`config.mk`:
```
export PLATFORM = sky130hd
export DESIGN_NAME = skwm_front
export DESIGN_NICKNAME = d
export VERILOG_FILES = /design/src/sv/skwm_pkg.sv /design/src/sv/skwm_front.sv
export SDC_FILE = /design/constraint.sdc
export NUM_CORES = 2
export LEC_CHECK = 0
export ABC_AREA = 1
export BUFFER_PORTS_ARGS = -buffer_cell sky130_fd_sc_hd__buf_4
export CAP_MARGIN = 20
export CORE_MARGIN = 2
export CORE_UTILIZATION = 41
export DETAILED_ROUTE_END_ITERATION = 10
export SLEW_MARGIN = 20
export SYNTH_ARGS = -nofsm -noshare
export SYNTH_HDL_FRONTEND = slang
export SYNTH_SLANG_ARGS = --single-unit
```
`constraint.sdc`:
```
create_clock -name clock -period 22.7 [get_ports clock]
set_input_delay 1.135 -clock clock [delete_from_list [all_inputs] [get_ports clock]]
set_output_delay 1.135 -clock clock [all_outputs]
set_load 0.01 [all_outputs]
```
`src/sv/skwm_pkg.sv`:
```
// Shared types and constants of the kernel-weighted mean energy block.
`default_nettype none
package skwm_pkg;

   localparam int QUEUE_DEPTH = 4;
   localparam int QUEUE_PTR_W = $clog2(QUEUE_DEPTH);

   localparam logic [1:0] STATUS_OK   = 2'd0;
   localparam logic [1:0] STATUS_ZERO = 2'd1;
   localparam logic [1:0] STATUS_SAT  = 2'd2;

   typedef struct packed {
      logic        used;
      logic        last;
      logic [63:0] r2;
      logic [63:0] h2;
      logic [31:0] mass;
      logic [31:0] energy;
   } entry_type;

   typedef enum logic [1:0] {
      F_IDLE,
      F_SQUARE,
      F_PUSH
   } front_state_type;

   typedef enum logic [3:0] {
      B_IDLE,
      B_SQRT,
      B_DIV,
      B_SQR,
      B_CUBE,
      B_WGT,
      B_MW,
      B_ME,
      B_ACC,
      B_FIN,
      B_QDIV,
      B_RES,
      B_EMIT
   } back_state_type;

endpackage
`default_nettype wire

```
`src/sv/skwm_front.sv`:
```
// Front part: takes neighbour words, forms the squared distance and classifies them.
`default_nettype none
module skwm_front (
   input  wire logic                clock,
   input  wire logic                reset,
   input  wire logic                req_valid,
   output logic                     req_ready,
   input  wire logic signed [31:0]  req_star_x,
   input  wire logic signed [31:0]  req_star_y,
   input  wire logic signed [31:0]  req_star_z,
   input  wire logic signed [31:0]  req_gas_x,
   input  wire logic signed [31:0]  req_gas_y,
   input  wire logic signed [31:0]  req_gas_z,
   input  wire logic [31:0]         req_gas_mass,
   input  wire logic [31:0]         req_gas_energy,
   input  wire logic [63:0]         req_radius_squared,
   input  wire logic                req_last_neighbour,
   output logic                     push_valid,
   output skwm_pkg::entry_type      push_entry,
   input  wire logic                push_ready
);

   skwm_pkg::front_state_type state_ff, state_in;
   logic [31:0] d0_ff, d1_ff, d2_ff;
   logic [63:0] r2_ff, h2_ff;
   logic        far_ff, last_ff;
   logic [31:0] mass_ff, energy_ff;
   logic [1:0]  cnt_ff;
   logic [31:0] ax, ay, az;
   logic [63:0] prod;
   logic [64:0] sum;
   logic        used;
   logic        accept;

   function automatic logic [31:0] abs_diff(input logic signed [31:0] a,
                                            input logic signed [31:0] b);
      logic signed [32:0] d;
      d = 33'(a) - 33'(b);
      return d[32] ? 32'(-d) : d[31:0];
   endfunction

   assign accept = req_valid && req_ready;
   assign ax     = abs_diff(req_star_x, req_gas_x);
   assign ay     = abs_diff(req_star_y, req_gas_y);
   assign az     = abs_diff(req_star_z, req_gas_z);
   assign prod   = d0_ff * d0_ff;
   assign sum    = {1'b0, r2_ff} + {1'b0, prod};
   assign used   = !far_ff && (r2_ff < h2_ff);

   always_comb begin
      state_in = state_ff;
      case (state_ff)
         skwm_pkg::F_IDLE: begin
            if (accept) state_in = skwm_pkg::F_SQUARE;
         end
         skwm_pkg::F_SQUARE: begin
            if (cnt_ff == 2'd2) state_in = skwm_pkg::F_PUSH;
         end
         skwm_pkg::F_PUSH: begin
            if (!(used || last_ff) || push_ready) state_in = skwm_pkg::F_IDLE;
         end
         default: state_in = skwm_pkg::F_IDLE;
      endcase
   end

   always_comb begin
      req_ready         = 1'b0;
      push_valid        = 1'b0;
      push_entry.used   = used;
      push_entry.last   = last_ff;
      push_entry.r2     = r2_ff;
      push_entry.h2     = h2_ff;
      push_entry.mass   = mass_ff;
      push_entry.energy = energy_ff;
      case (state_ff)
         skwm_pkg::F_IDLE: req_ready = 1'b1;
         skwm_pkg::F_PUSH: push_valid = used || last_ff;
         default: ;
      endcase
   end

   always_ff @(posedge clock) begin
      if (reset) begin
         state_ff <= skwm_pkg::F_IDLE;
      end else begin
         state_ff <= state_in;
      end
   end

   always_ff @(posedge clock) begin
      if (accept) begin
         d0_ff     <= ax;
         d1_ff     <= ay;
         d2_ff     <= az;
         r2_ff     <= '0;
         far_ff    <= 1'b0;
         cnt_ff    <= '0;
         h2_ff     <= req_radius_squared;
         mass_ff   <= req_gas_mass;
         energy_ff <= req_gas_energy;
         last_ff   <= req_last_neighbour;
      end else if (state_ff == skwm_pkg::F_SQUARE) begin
         r2_ff  <= sum[63:0];
         far_ff <= far_ff | sum[64];
         d0_ff  <= d1_ff;
         d1_ff  <= d2_ff;
         cnt_ff <= cnt_ff + 1'b1;
      end
   end

endmodule
`default_nettype wire

```
==> run summary <==
Resize count post-CTS = 0
Worst-Margin Slew = 1.20 ns
hpwl dp = 145000 um
total track usage = 26.8%
met2 Use GR = 45.8%
Die X = 365 um
clk sinks = 294
drt drc = 0
DRT antenna net count = 0
setup ws final = 14.55 ns
first-pass GRT wire length = 270000 um
Vias = 44379
Critical-path top delay cell = edfxtp_1
vias in the first global route = 46578
clk_skew = 0.0343 ns
Critical Path Source = d0_ff[7]
Worst Path Required = 23.18 ns
CP startpoint kind = register
Place WS = 14.67 ns
GRT overflow = 0
synthesized area per cell = 7.75 um2
area delta synth->final = 13.3%
Core ar. = 129000 um2
worst skew pair latency = 0.60 ns
Final Max Tran Viols = 0
std cell rows = 132
M1 GR Usage = 35.1%
RePlAce Congestion = 0.960
Critical R2R Capture = r2_ff[58]
Via density = 4.88
pin count of the biggest net entering global routing = 135
FF-to-FF path depth = 30
Max Root-Sink Buffers = 3
Hold Vio Cnt, Final = 0
outcome = complete, no violations
period utilization = 35.9%
Top FF cell, synth = edfxtp_1
Pre-antenna DRT Iters = 5
Tmin final = 8.15 ns
layout cells sized above 1 = 9.65%
synth unique cells = 52
Post-Synthesis Cells = 6877
Max-slew headroom = 20.2%
YS warnings = 0
CP Capture Type = register
antenna cells = 0
CP Max Fanout = 18
clk slew on worst S/H paths = 0.07 ns
final setup vio count = 0
initial core utilization = 41.2%
Setup CP Type = register to register
CP endpoint = r2_ff[58]
Net Count, Synth = 8499
CTS tree = built
slowest stage delay, CP = 0.97 ns
Placed Cells = 9032
routed len/inst = 19.2 um
sequential fraction of the synthesis area = 15.3%
commonest cells after routing, fill and taps aside = 2033 x inv_1, 1634 x nand2_1, 867 x fa_1
Synth Register Bits = 294
CTS root buffer = clkbuf_16
port bufs = 520
chip height = 365 um
unrepaired setup endpoints after global routing = no
Routed WL = 175000 um
filler cell count = 13049
max frequency = 123 MHz
Synth Cell Area = 53300 um2
fin cells = 9099
met3 usage = 4.28%
detailed router's first-iteration violation count = 3169
commonest non-fill, non-tap cell in the layout = inv_1
Ports = 521
die area = 133000 um2
Net count, final = 8951
gr busiest metal = met2
hold_buf cts = 0
Max-Cap Viols = 0
antenna violations before repair = 4
total setup buffers inserted after CTS = 0
R2R Path Start = d0_ff[7]
CTS H-tree depth = 2
setup TNS = 0 ns
Post-synth EDFFs = 225
Inserted Clock Buffers = 36
crit path DAT = 8.63 ns
Synth async-reset ratio = 0%
Min-Delay Path Class = register to register
R2R setup slack = 14.55 ns
## registers in the layout (all words and copies together), names as in the netlist
register / count
d2_ff: 32
d0_ff: 32
cnt_ff: 2
mass_ff: 32
last_ff: 1
state_ff: 2
r2_ff: 64
h2_ff: 64
d1_ff: 32
far_ff: 1
energy_ff: 32
## through the flow
stage / hold WS [ns] / utilization [%] / instance area (um2)
6_report: 0.473 / 46.7 / 60400
5_1_grt: 0.500 / 46.7 / 60400
4_1_cts: 0.475 / 46.7 / 60400
3_5_place_dp: 0.466 / 45.7 / 59100
3_3_place_gp: 0.467 / 45.7 / 59100
2_1_floorplan: 0.430 / - / 53300
## layout make-up
cell class	count	area, um2	share of cell area (%)
Tap cell	1742	2180	3.61
Sequential cell	294	8140	13.5
Clock buffer	48	1010	1.67
Timing Repair Buffer	565	4250	7.04
Multi-Input combinational cell	4393	36900	61.2
Clock inverter	18	225	0.373
Inverter	2039	7660	12.7
## cells in the mapped netlist, types with 11 or more instances
master,number,area [um2]
o21bai_1,44,330
ha_1,430,5380
nor2_2,14,87.6
nand4_1,50,313
buf_1,11,41.3
a21oi_1,221,1110
o211ai_1,29,218
xor2_1,83,727
nand3b_1,20,150
nand2_1,1637,6140
o21ai_0,135,676
xnor2_1,43,377
nor3_1,33,165
fa_1,867,17400
nand2_2,21,131
clkbuf_1,124,465
nand3_1,277,1390
nor2_1,362,1360
edfxtp_1,225,6760
dfxtp_1,69,1380
inv_1,2033,7630
a21o_1,19,143
or2_2,14,87.6
## logic make-up after synthesis
group / count (synthesis) / synth area share [%]
AO/OA/AOI/OAI: 500 / 5.34
XOR/XNOR: 131 / 2.22
adder cells (fa/ha/maj): 1297 / 42.6
buffers and inverters: 2190 / 15.5
flip-flops: 294 / 15.3
AND/OR/NAND/NOR: 2465 / 19.0
## worst max-delay path, delay by kind of cell (launching register included)
family / cells / cell delay [ns]
buffers and inverters: 9 / 0.83
AND/OR/NAND/NOR: 11 / 1.58
adder cells (fa/ha/maj): 9 / 4.45
flip-flops: 1 / 0.97
AO/OA/AOI/OAI: 1 / 0.20
## worst min-delay path by stage
stage	slack [ns]	start	to	cells past startpoint
floorplan	0.43	far_ff	far_ff	2
global placement	0.47	far_ff	far_ff	2
detailed placement	0.47	far_ff	far_ff	2
global route	0.50	far_ff	far_ff	2
finish	0.47	far_ff	far_ff	2
CTS	0.47	far_ff	far_ff	2
## routing by layer
metal | wire, um | up-vias | part of all wire [%]
li1 | - | 21181 | -
met1 | 73100 | 21512 | 42
met2 | 84600 | 1438 | 48
met3 | 12000 | 248 | 6.9
met4 | 5250 | 0 | 3.0
met5 | 0 | - | 0
Power is left out: the tool's default activity adds up to more than one toggle a clock period on the data nets, which glitch-free logic cannot reach.
