[config.mk]
export PLATFORM = sky130hd
export DESIGN_NAME = skwm_queue
export DESIGN_NICKNAME = d
export VERILOG_FILES = /design/src/sv/skwm_pkg.sv /design/src/sv/skwm_queue.sv
export SDC_FILE = /design/constraint.sdc
export NUM_CORES = 1
export LEC_CHECK = 0
export ABC_AREA = 0
export BUFFER_PORTS_ARGS = -buffer_cell sky130_fd_sc_hd__buf_2
export CAP_MARGIN = 25
export CORE_ASPECT_RATIO = 0.75
export CORE_UTILIZATION = 40
export CTS_BUF_LIST = sky130_fd_sc_hd__clkbuf_4 sky130_fd_sc_hd__clkbuf_8 sky130_fd_sc_hd__clkbuf_16
export DETAILED_ROUTE_END_ITERATION = 8
export SYNTH_ARGS = -nofsm -noshare
export SYNTH_HDL_FRONTEND = slang
export SYNTH_SLANG_ARGS = --single-unit
[constraint.sdc]
create_clock -name clock -period 6.1 [get_ports clock]
set_input_delay 0.915 -clock clock [delete_from_list [all_inputs] [get_ports clock]]
set_output_delay 0.915 -clock clock [all_outputs]
set_load 0.01 [all_outputs]
[src/sv/skwm_pkg.sv]
// Shared types and constants of the kernel-weighted mean energy block.
`default_nettype none
package skwm_pkg;

   localparam int QUEUE_DEPTH = 4;
   localparam int QUEUE_PTR_W = $clog2(QUEUE_DEPTH);

   localparam logic [1:0] STATUS_OK   = 2'd0;
   localparam logic [1:0] STATUS_ZERO = 2'd1;
   localparam logic [1:0] STATUS_SAT  = 2'd2;

   typedef struct packed {
      logic        used;
      logic        last;
      logic [63:0] r2;
      logic [63:0] h2;
      logic [31:0] mass;
      logic [31:0] energy;
   } entry_type;

   typedef enum logic [1:0] {
      F_IDLE,
      F_SQUARE,
      F_PUSH
   } front_state_type;

   typedef enum logic [3:0] {
      B_IDLE,
      B_SQRT,
      B_DIV,
      B_SQR,
      B_CUBE,
      B_WGT,
      B_MW,
      B_ME,
      B_ACC,
      B_FIN,
      B_QDIV,
      B_RES,
      B_EMIT
   } back_state_type;

endpackage
`default_nettype wire

[src/sv/skwm_queue.sv]
// Short queue of classified neighbour words between the front and back parts.
`default_nettype none
module skwm_queue (
   input  wire logic                clock,
   input  wire logic                reset,
   input  wire logic                push_valid,
   input  wire skwm_pkg::entry_type push_entry,
   output logic                     push_ready,
   output logic                     pop_valid,
   output skwm_pkg::entry_type      pop_entry,
   input  wire logic                pop_ready
);

   skwm_pkg::entry_type                 mem_ff [skwm_pkg::QUEUE_DEPTH];
   logic [skwm_pkg::QUEUE_PTR_W-1:0]   wr_ptr_ff, wr_ptr_in;
   logic [skwm_pkg::QUEUE_PTR_W-1:0]   rd_ptr_ff, rd_ptr_in;
   logic [skwm_pkg::QUEUE_PTR_W:0]     count_ff, count_in;
   logic                               do_push, do_pop;

   assign push_ready = count_ff != (skwm_pkg::QUEUE_PTR_W+1)'(skwm_pkg::QUEUE_DEPTH);
   assign pop_valid  = count_ff != '0;
   assign pop_entry  = mem_ff[rd_ptr_ff];
   assign do_push    = push_valid && push_ready;
   assign do_pop     = pop_valid && pop_ready;

   always_comb begin
      wr_ptr_in = do_push ? wr_ptr_ff + 1'b1 : wr_ptr_ff;
      rd_ptr_in = do_pop ? rd_ptr_ff + 1'b1 : rd_ptr_ff;
      count_in  = count_ff;
      if (do_push && !do_pop) begin
         count_in = count_ff + 1'b1;
      end else if (do_pop && !do_push) begin
         count_in = count_ff - 1'b1;
      end
   end

   always_ff @(posedge clock) begin
      if (reset) begin
         wr_ptr_ff <= '0;
         rd_ptr_ff <= '0;
         count_ff  <= '0;
      end else begin
         wr_ptr_ff <= wr_ptr_in;
         rd_ptr_ff <= rd_ptr_in;
         count_ff  <= count_in;
      end
   end

   always_ff @(posedge clock) begin
      if (do_push) begin
         mem_ff[wr_ptr_ff] <= push_entry;
      end
   end

endmodule
`default_nettype wire

==> reports/summary.txt, run 1 <==
CP Class: flop to output port
Max Slew Vio Count: 0
H-Tree Depth: 3
Root Driver: clkbuf_16
GR Util met3: 0.0494
Syn nets: 1266
Clock-pin slew on the worst setup and hold paths: 0.06 ns
DR vias: 12.6k
Max-cap violations: 0
Mapped Cells: 1062
Most common cell after layout, fill and taps aside: edfxtp_1
Worst EP arrival: 2.81 ns
HP Class: flop to flop
I/O pins: 394
Die width: 310 um
Resized Gates After CTS: 0
Detail Route Antenna Nets: 0
P_leak: 11.4 nW
Final WL: 55500 um
CP Capture Point: pop_entry[125]
Avg Cell Area, Syn: 26.8 sq um
First-pass GRT wire length: 81100 um
Crit path max fanout: 62
Synth area leaders: edfxtp_1, mux4_2, buf_6
Core Region: 70200 sq um
Final net count: 1710
Starting Density: 0.406
Synth Register Bits: 785
GRT Max-Usage Layer: met2
Worst r2r path cells: 4
Hold Crit Depth: 2
Worst R2R Setup Slack: 3.40 ns
Startpoint types: flop
Worst skew pair latency: 0.60 ns
Hold buffers post-CTS: 0
Area leader, netlist: edfxtp_1
Drt first pass iters: 4
GR Overflow Total: 0
Register area share after synthesis: 0.825
Share of the synthesized area in the top cell type: 0.818
Origin of the critical flop-to-flop path: count_ff[1]$_SDFFE_PP0P_
Gr usage total: 0.153
Die height: 233 um
Drt wl/cell: 22.0 um
Clock buffer depth: 3
Final hold vios: 0
Setup WS pre-CTS: 2.91 ns
Share of cells above drive strength 1: 0.473
Sum Neg Setup Slack: 0 ns
Worst VDD drop: 0.228 mV
TritonCTS clock tree: yes
Most frequent cells in the layout: edfxtp_1, buf_2, mux4_2, clkbuf_16
Final WS setup: 2.38 ns
Vias per inst: 4.99
Final clock skew: 0.0119 ns
GRT met1 Usage: 0.203
Period Utilization, post-route: 0.610
Number of global-route vias before repair: 13.0k
GP Congestion: 0.716
CP endpoint kind: output port
WP data required: 5.18 ns
Yosys warnings: 0
F_max: 269 MHz
# rows: 84
Pin slew with the least headroom to its limit: 0.801 ns
Initial drt markers: 853
Cts bufs inserted: 77
Fin util: 0.488
Power per cell area: 436 nW/um^2
Final setup viols: 0
DRC Markers: 0
Period minus WS final: 3.72 ns
Cell Area, Synth: 28500 sq um
R2r endpoint: mem_ff[2][160]$_DFFE_PP_
Port-buffer cells: 393
Slew HR: 0.466
Antenna violations before repair: 12
Layout area overhead: 20.4%
Unrepaired setup endpoints after global routing: false
Die ar.: 72300 sq um
Detailed Place HPWL: 31900 um
Run status: finished clean
Grt met2 use: 0.241
# Post-CTS Setup Buffers: 0
Largest net degree at the start of global routing: 104
Post-synthesis cell type count: 22
CTS Sinks: 785
[kinds of logic after synthesis]
logic type	count (synthesis)	synth area share
flops	785	0.825
fa+ha+maj	6	0.00290
simple gates	17	0.00294
xor+xnor	4	0.00123
compound gates	5	0.00132
mux	197	0.155
buf+inv	48	0.0123
[worst min path at each step]
stage	from	to	slack (ns)
after floorplan	wr_ptr_ff[1]$_SDFFE_PP0P_	wr_ptr_ff[1]$_SDFFE_PP0P_	0.48
after global placement	wr_ptr_ff[1]$_SDFFE_PP0P_	wr_ptr_ff[1]$_SDFFE_PP0P_	0.49
after detailed placement	wr_ptr_ff[1]$_SDFFE_PP0P_	wr_ptr_ff[1]$_SDFFE_PP0P_	0.51
after CTS	push_entry[83]	mem_ff[1][83]$_DFFE_PP_	0.46
after global routing	push_entry[27]	mem_ff[2][27]$_DFFE_PP_	0.47
final	wr_ptr_ff[1]$_SDFFE_PP0P_	wr_ptr_ff[1]$_SDFFE_PP0P_	0.52
[sequential cells by signal (all words and copies together) (netlist names), named ones only]
signal     count
rd_ptr_ff      2
wr_ptr_ff      2
mem_ff       776
count_ff       3
[final cells by class]
type | count | area (sq um)
Timing Repair Buffer | 410 | 2220
Clock inverter | 46 | 631
Multi-Input combinational cell | 229 | 4650
Clock buffer | 96 | 2090
Tap cell | 946 | 1180
Sequential cell | 785 | 23500
Inverter | 3 | 11.3
Fill cell | 5757 | 35900
Antenna cell | 5 | 12.5
[routing by layer]
metal,part of all wire,vias up
met4,0.018,16
li1,-,5518
met5,0.0019,-
met3,0.069,91
met1,0.42,6646
met2,0.49,315
[critical path: stages (launching register included)]
cell and delay [ns]:
dfxtp_4 0.79, buf_12 0.43, mux4_2 0.63, buf_2 0.16
[power by group]
group	leakage [nW]	total [mW]	switching [mW]	internal, mW
Combinational	2.82	3.21	1.70	1.51
Sequential	7.19	6.73	0.178	6.55
Clock	1.36	5.03	1.95	3.08
Total	11.4	15.0	3.83	11.1
[per-stage QoR]
| step | total power, mW | cells | hold WS (ns) | cell area [sq um] |
|---|---|---|---|---|
| final | 15.0 | 2520 | 0.516 | 34300 |
| after global routing | 15.6 | 2517 | 0.474 | 34300 |
| after CTS | 15.2 | 2515 | 0.460 | 34300 |
| after detailed placement | 10.2 | 2373 | 0.506 | 31600 |
| after global placement | 10.1 | 2373 | 0.493 | 31600 |
| after floorplan | 8.95 | 1062 | 0.482 | 28500 |
[Yosys cell counts]
| cell | n |
|---|---|
| a21boi_2 | 1 |
| a21oi_1 | 1 |
| and2_1 | 4 |
| buf_2 | 21 |
| buf_6 | 19 |
| clkbuf_1 | 5 |
| dfxtp_1 | 9 |
| edfxtp_1 | 776 |
| fa_1 | 1 |
| ha_1 | 5 |
| inv_1 | 3 |
| mux2_2 | 1 |
| mux2i_1 | 2 |
| mux4_2 | 194 |
| nand2_1 | 1 |
| nand2b_1 | 2 |
| nor2_1 | 8 |
| o21ai_0 | 1 |
| o311ai_0 | 1 |
| o31ai_1 | 1 |
| or3_1 | 2 |
| xor2_1 | 4 |
Note: power is estimated with default switching activity, not from simulation.
==> run 2, diff against run 1 <==
- clock period: 6.1 -> 3.4 ns (I/O delays scaled with it)
==> run 2 against run 1 <==
  * Clock skew is essentially flat
  * Combinational power rose by 87%
  * Setup slack worse by 2.0 ns
  * Core utilization is essentially flat
  * Sequential cell count is the same
  * Wire length grew 2.0%
  * Design area barely moved
  * Global-route usage increased by 0.26 points
  * Non-clock buffer count increased by 41
  * Critical path depth did not move
  * Via count increased by 0.75%
  * First-iteration DRC count is 22% higher
  * Largest power group unchanged
==> reports/summary.txt, run 2 (synthesized netlist as in run 1, its figures left out) <==
GR Overflow Total: 0 (unchanged)
Final hold vios: 0 (unchanged)
DR vias: 12.7k (was 12.6k)
Max reg flops: 776 (unchanged)
Max-cap violations: 0 (unchanged)
Worst R2R Setup Slack: 1.06 ns (was 3.40 ns)
Hold path start: push_entry[132] (was wr_ptr_ff[1]$_SDFFE_PP0P_)
Run status: finished clean (unchanged)
Hold buffers post-CTS: 0 (unchanged)
Largest registers: mem_ff x776, count_ff x3 (unchanged)
Power, Total: 26.0 mW (was 15.0 mW)
Final clock skew: 0.0117 ns (was 0.0119 ns)
Startpoint types: flop (unchanged)
DRC Markers: 0 (unchanged)
Grt met2 use: 0.247 (was 0.241)
Power per cell area: 757 nW/um^2 (was 436 nW/um^2)
Resized Gates After CTS: 0 (unchanged)
Pin slew with the least headroom to its limit: 0.655 ns (was 0.801 ns)
Worst skew pair latency: 0.59 ns (was 0.60 ns)
H-Tree Depth: 3 (unchanged)
Share of cells above drive strength 1: 0.481 (was 0.473)
Crit path max fanout: 22 (was 62)
Largest reg by FF count: mem_ff (unchanged)
# Post-CTS Setup Buffers: 0 (unchanged)
WP data required: 2.89 ns (was 5.18 ns)
Final WL: 56600 um (was 55500 um)
HP Class: input pin to flop (was flop to flop)
Worst r2r path cells: 4 (unchanged)
Layout area overhead: 20.5% (was 20.4%)
Period Utilization, post-route: 0.875
Fin util: 0.489 (was 0.488)
Post-place instance area: 32000 sq um (was 31600 sq um)
GRT Max-Usage Layer: met2 (unchanged)
R2r endpoint: mem_ff[0][36]$_DFFE_PP_ (was mem_ff[2][160]$_DFFE_PP_)
Die width: 310 um (unchanged)
CP endpoint kind: output port (unchanged)
Slew HR: 0.563 (was 0.466)
F_max: 336 MHz
Largest net degree at the start of global routing: 59 (was 104)
TritonCTS clock tree: yes (unchanged)
# rows: 84 (unchanged)
Worst-case hold path end point: mem_ff[0][132]$_DFFE_PP_ (was wr_ptr_ff[1]$_SDFFE_PP0P_)
Hold Crit Depth: 1 (was 2)
Max Slew Vio Count: 0 (unchanged)
GP Congestion: 0.727 (was 0.716)
Number of global-route vias before repair: 13.3k (was 13.0k)
Final Cell Area: 34300 sq um (about the same)
Core Region: 70200 sq um (unchanged)
CTS Sinks: 785 (unchanged)
P_leak: 11.4 nW (about the same)
Period minus WS final: 2.97 ns
Initial drt markers: 1044 (was 853)
Vias per inst: 4.97 (was 4.99)
Detail Route Antenna Nets: 0 (unchanged)
Drt wl/cell: 22.2 um (was 22.0 um)
Die ar.: 72300 sq um (unchanged)
Root Driver: clkbuf_16 (unchanged)
Most common cell after layout, fill and taps aside: edfxtp_1 (unchanged)
Detailed Place HPWL: 35800 um (was 31900 um)
Clock buffer depth: 3 (unchanged)
Drt first pass iters: 5 (was 4)
I/O pins: 394 (unchanged)
Fin cells: 2551 (was 2520)
Starting Density: 0.406 (unchanged)
Gr usage total: 0.155 (was 0.153)
Clock-pin slew on the worst setup and hold paths: 0.06 ns (about the same)
Port-buffer cells: 393 (unchanged)
GRT met1 Usage: 0.208 (was 0.203)
Final net count: 1750 (was 1710)
Worst VDD drop: 0.449 mV (was 0.228 mV)
First-pass GRT wire length: 82500 um (was 81100 um)
Final setup viols: 0 (unchanged)
Origin of the critical flop-to-flop path: count_ff[0]$_SDFFE_PP0P_ (was count_ff[1]$_SDFFE_PP0P_)
Dpl cells: 2414 (was 2373)
GR Util met3: 0.0470 (was 0.0494)
Die height: 233 um (unchanged)
Antenna violations before repair: 11 (was 12)
Worst EP arrival: 2.46 ns (was 2.81 ns)
CP Class: flop to output port (unchanged)
Unrepaired setup endpoints after global routing: false (unchanged)
Cts bufs inserted: 76 (was 77)
Most frequent cells in the layout: edfxtp_1, buf_2, mux4_2, clkbuf_16, buf_4 (was edfxtp_1, buf_2, mux4_2, clkbuf_16)
-- run 2: area by class of cell --
type                       count  area, sq um
inverter                       3         11.3
clock inverter                35          254
timing repair buffer         451         2650
fill                        5752        35900
multi-input combinational    229         4650
antenna                        7         17.5
clock buffer                  95         2060
sequential                   785        23500
tap                          946         1180
-- run 2: worst max-delay path by stage --
stage               startpoint                  endpoint  slack, ns  cells after the start
floorplan           push_valid    mem_ff[0][0]$_DFFE_PP_      -0.25                      2
global placement          flop             pop_entry[86]       1.01                      3
detailed placement  push_valid  mem_ff[0][125]$_DFFE_PP_       0.97                      4
CTS                       flop             pop_entry[74]       0.32                      3
global route              flop             pop_entry[86]       0.28                      3
finish                    flop             pop_entry[86]       0.43                      3
-- run 2: through the flow --
stage | hold slack [ns] | worst slack (ns) | TNS [ns]
after global placement | 0.491 | 1.01 | 0
after detailed placement | 0.514 | 0.974 | 0
after global routing | 0.0755 | 0.283 | 0
after CTS | 0.0633 | 0.322 | 0
final | 0.120 | 0.426 | 0
after floorplan | 0.482 | -0.249 | -192.87
-- run 2: where the power goes --
part	switching, mW	internal (mW)
clock	3.38	4.52
combinational	3.10	2.91
sequential	0.334	11.7
-- run 2: critical path, stage by stage, from the launching register on --
cell     delay [ns]
dfxtp_4        0.73
buf_4          0.40
mux4_2         0.57
buf_2          0.16
-- run 2: metal layers --
layer | share of wire | wire length, um
met2 | 0.49 | 27600
met4 | 0.019 | 1050
met1 | 0.42 | 23700
met5 | 0.0018 | 103
met3 | 0.074 | 4170
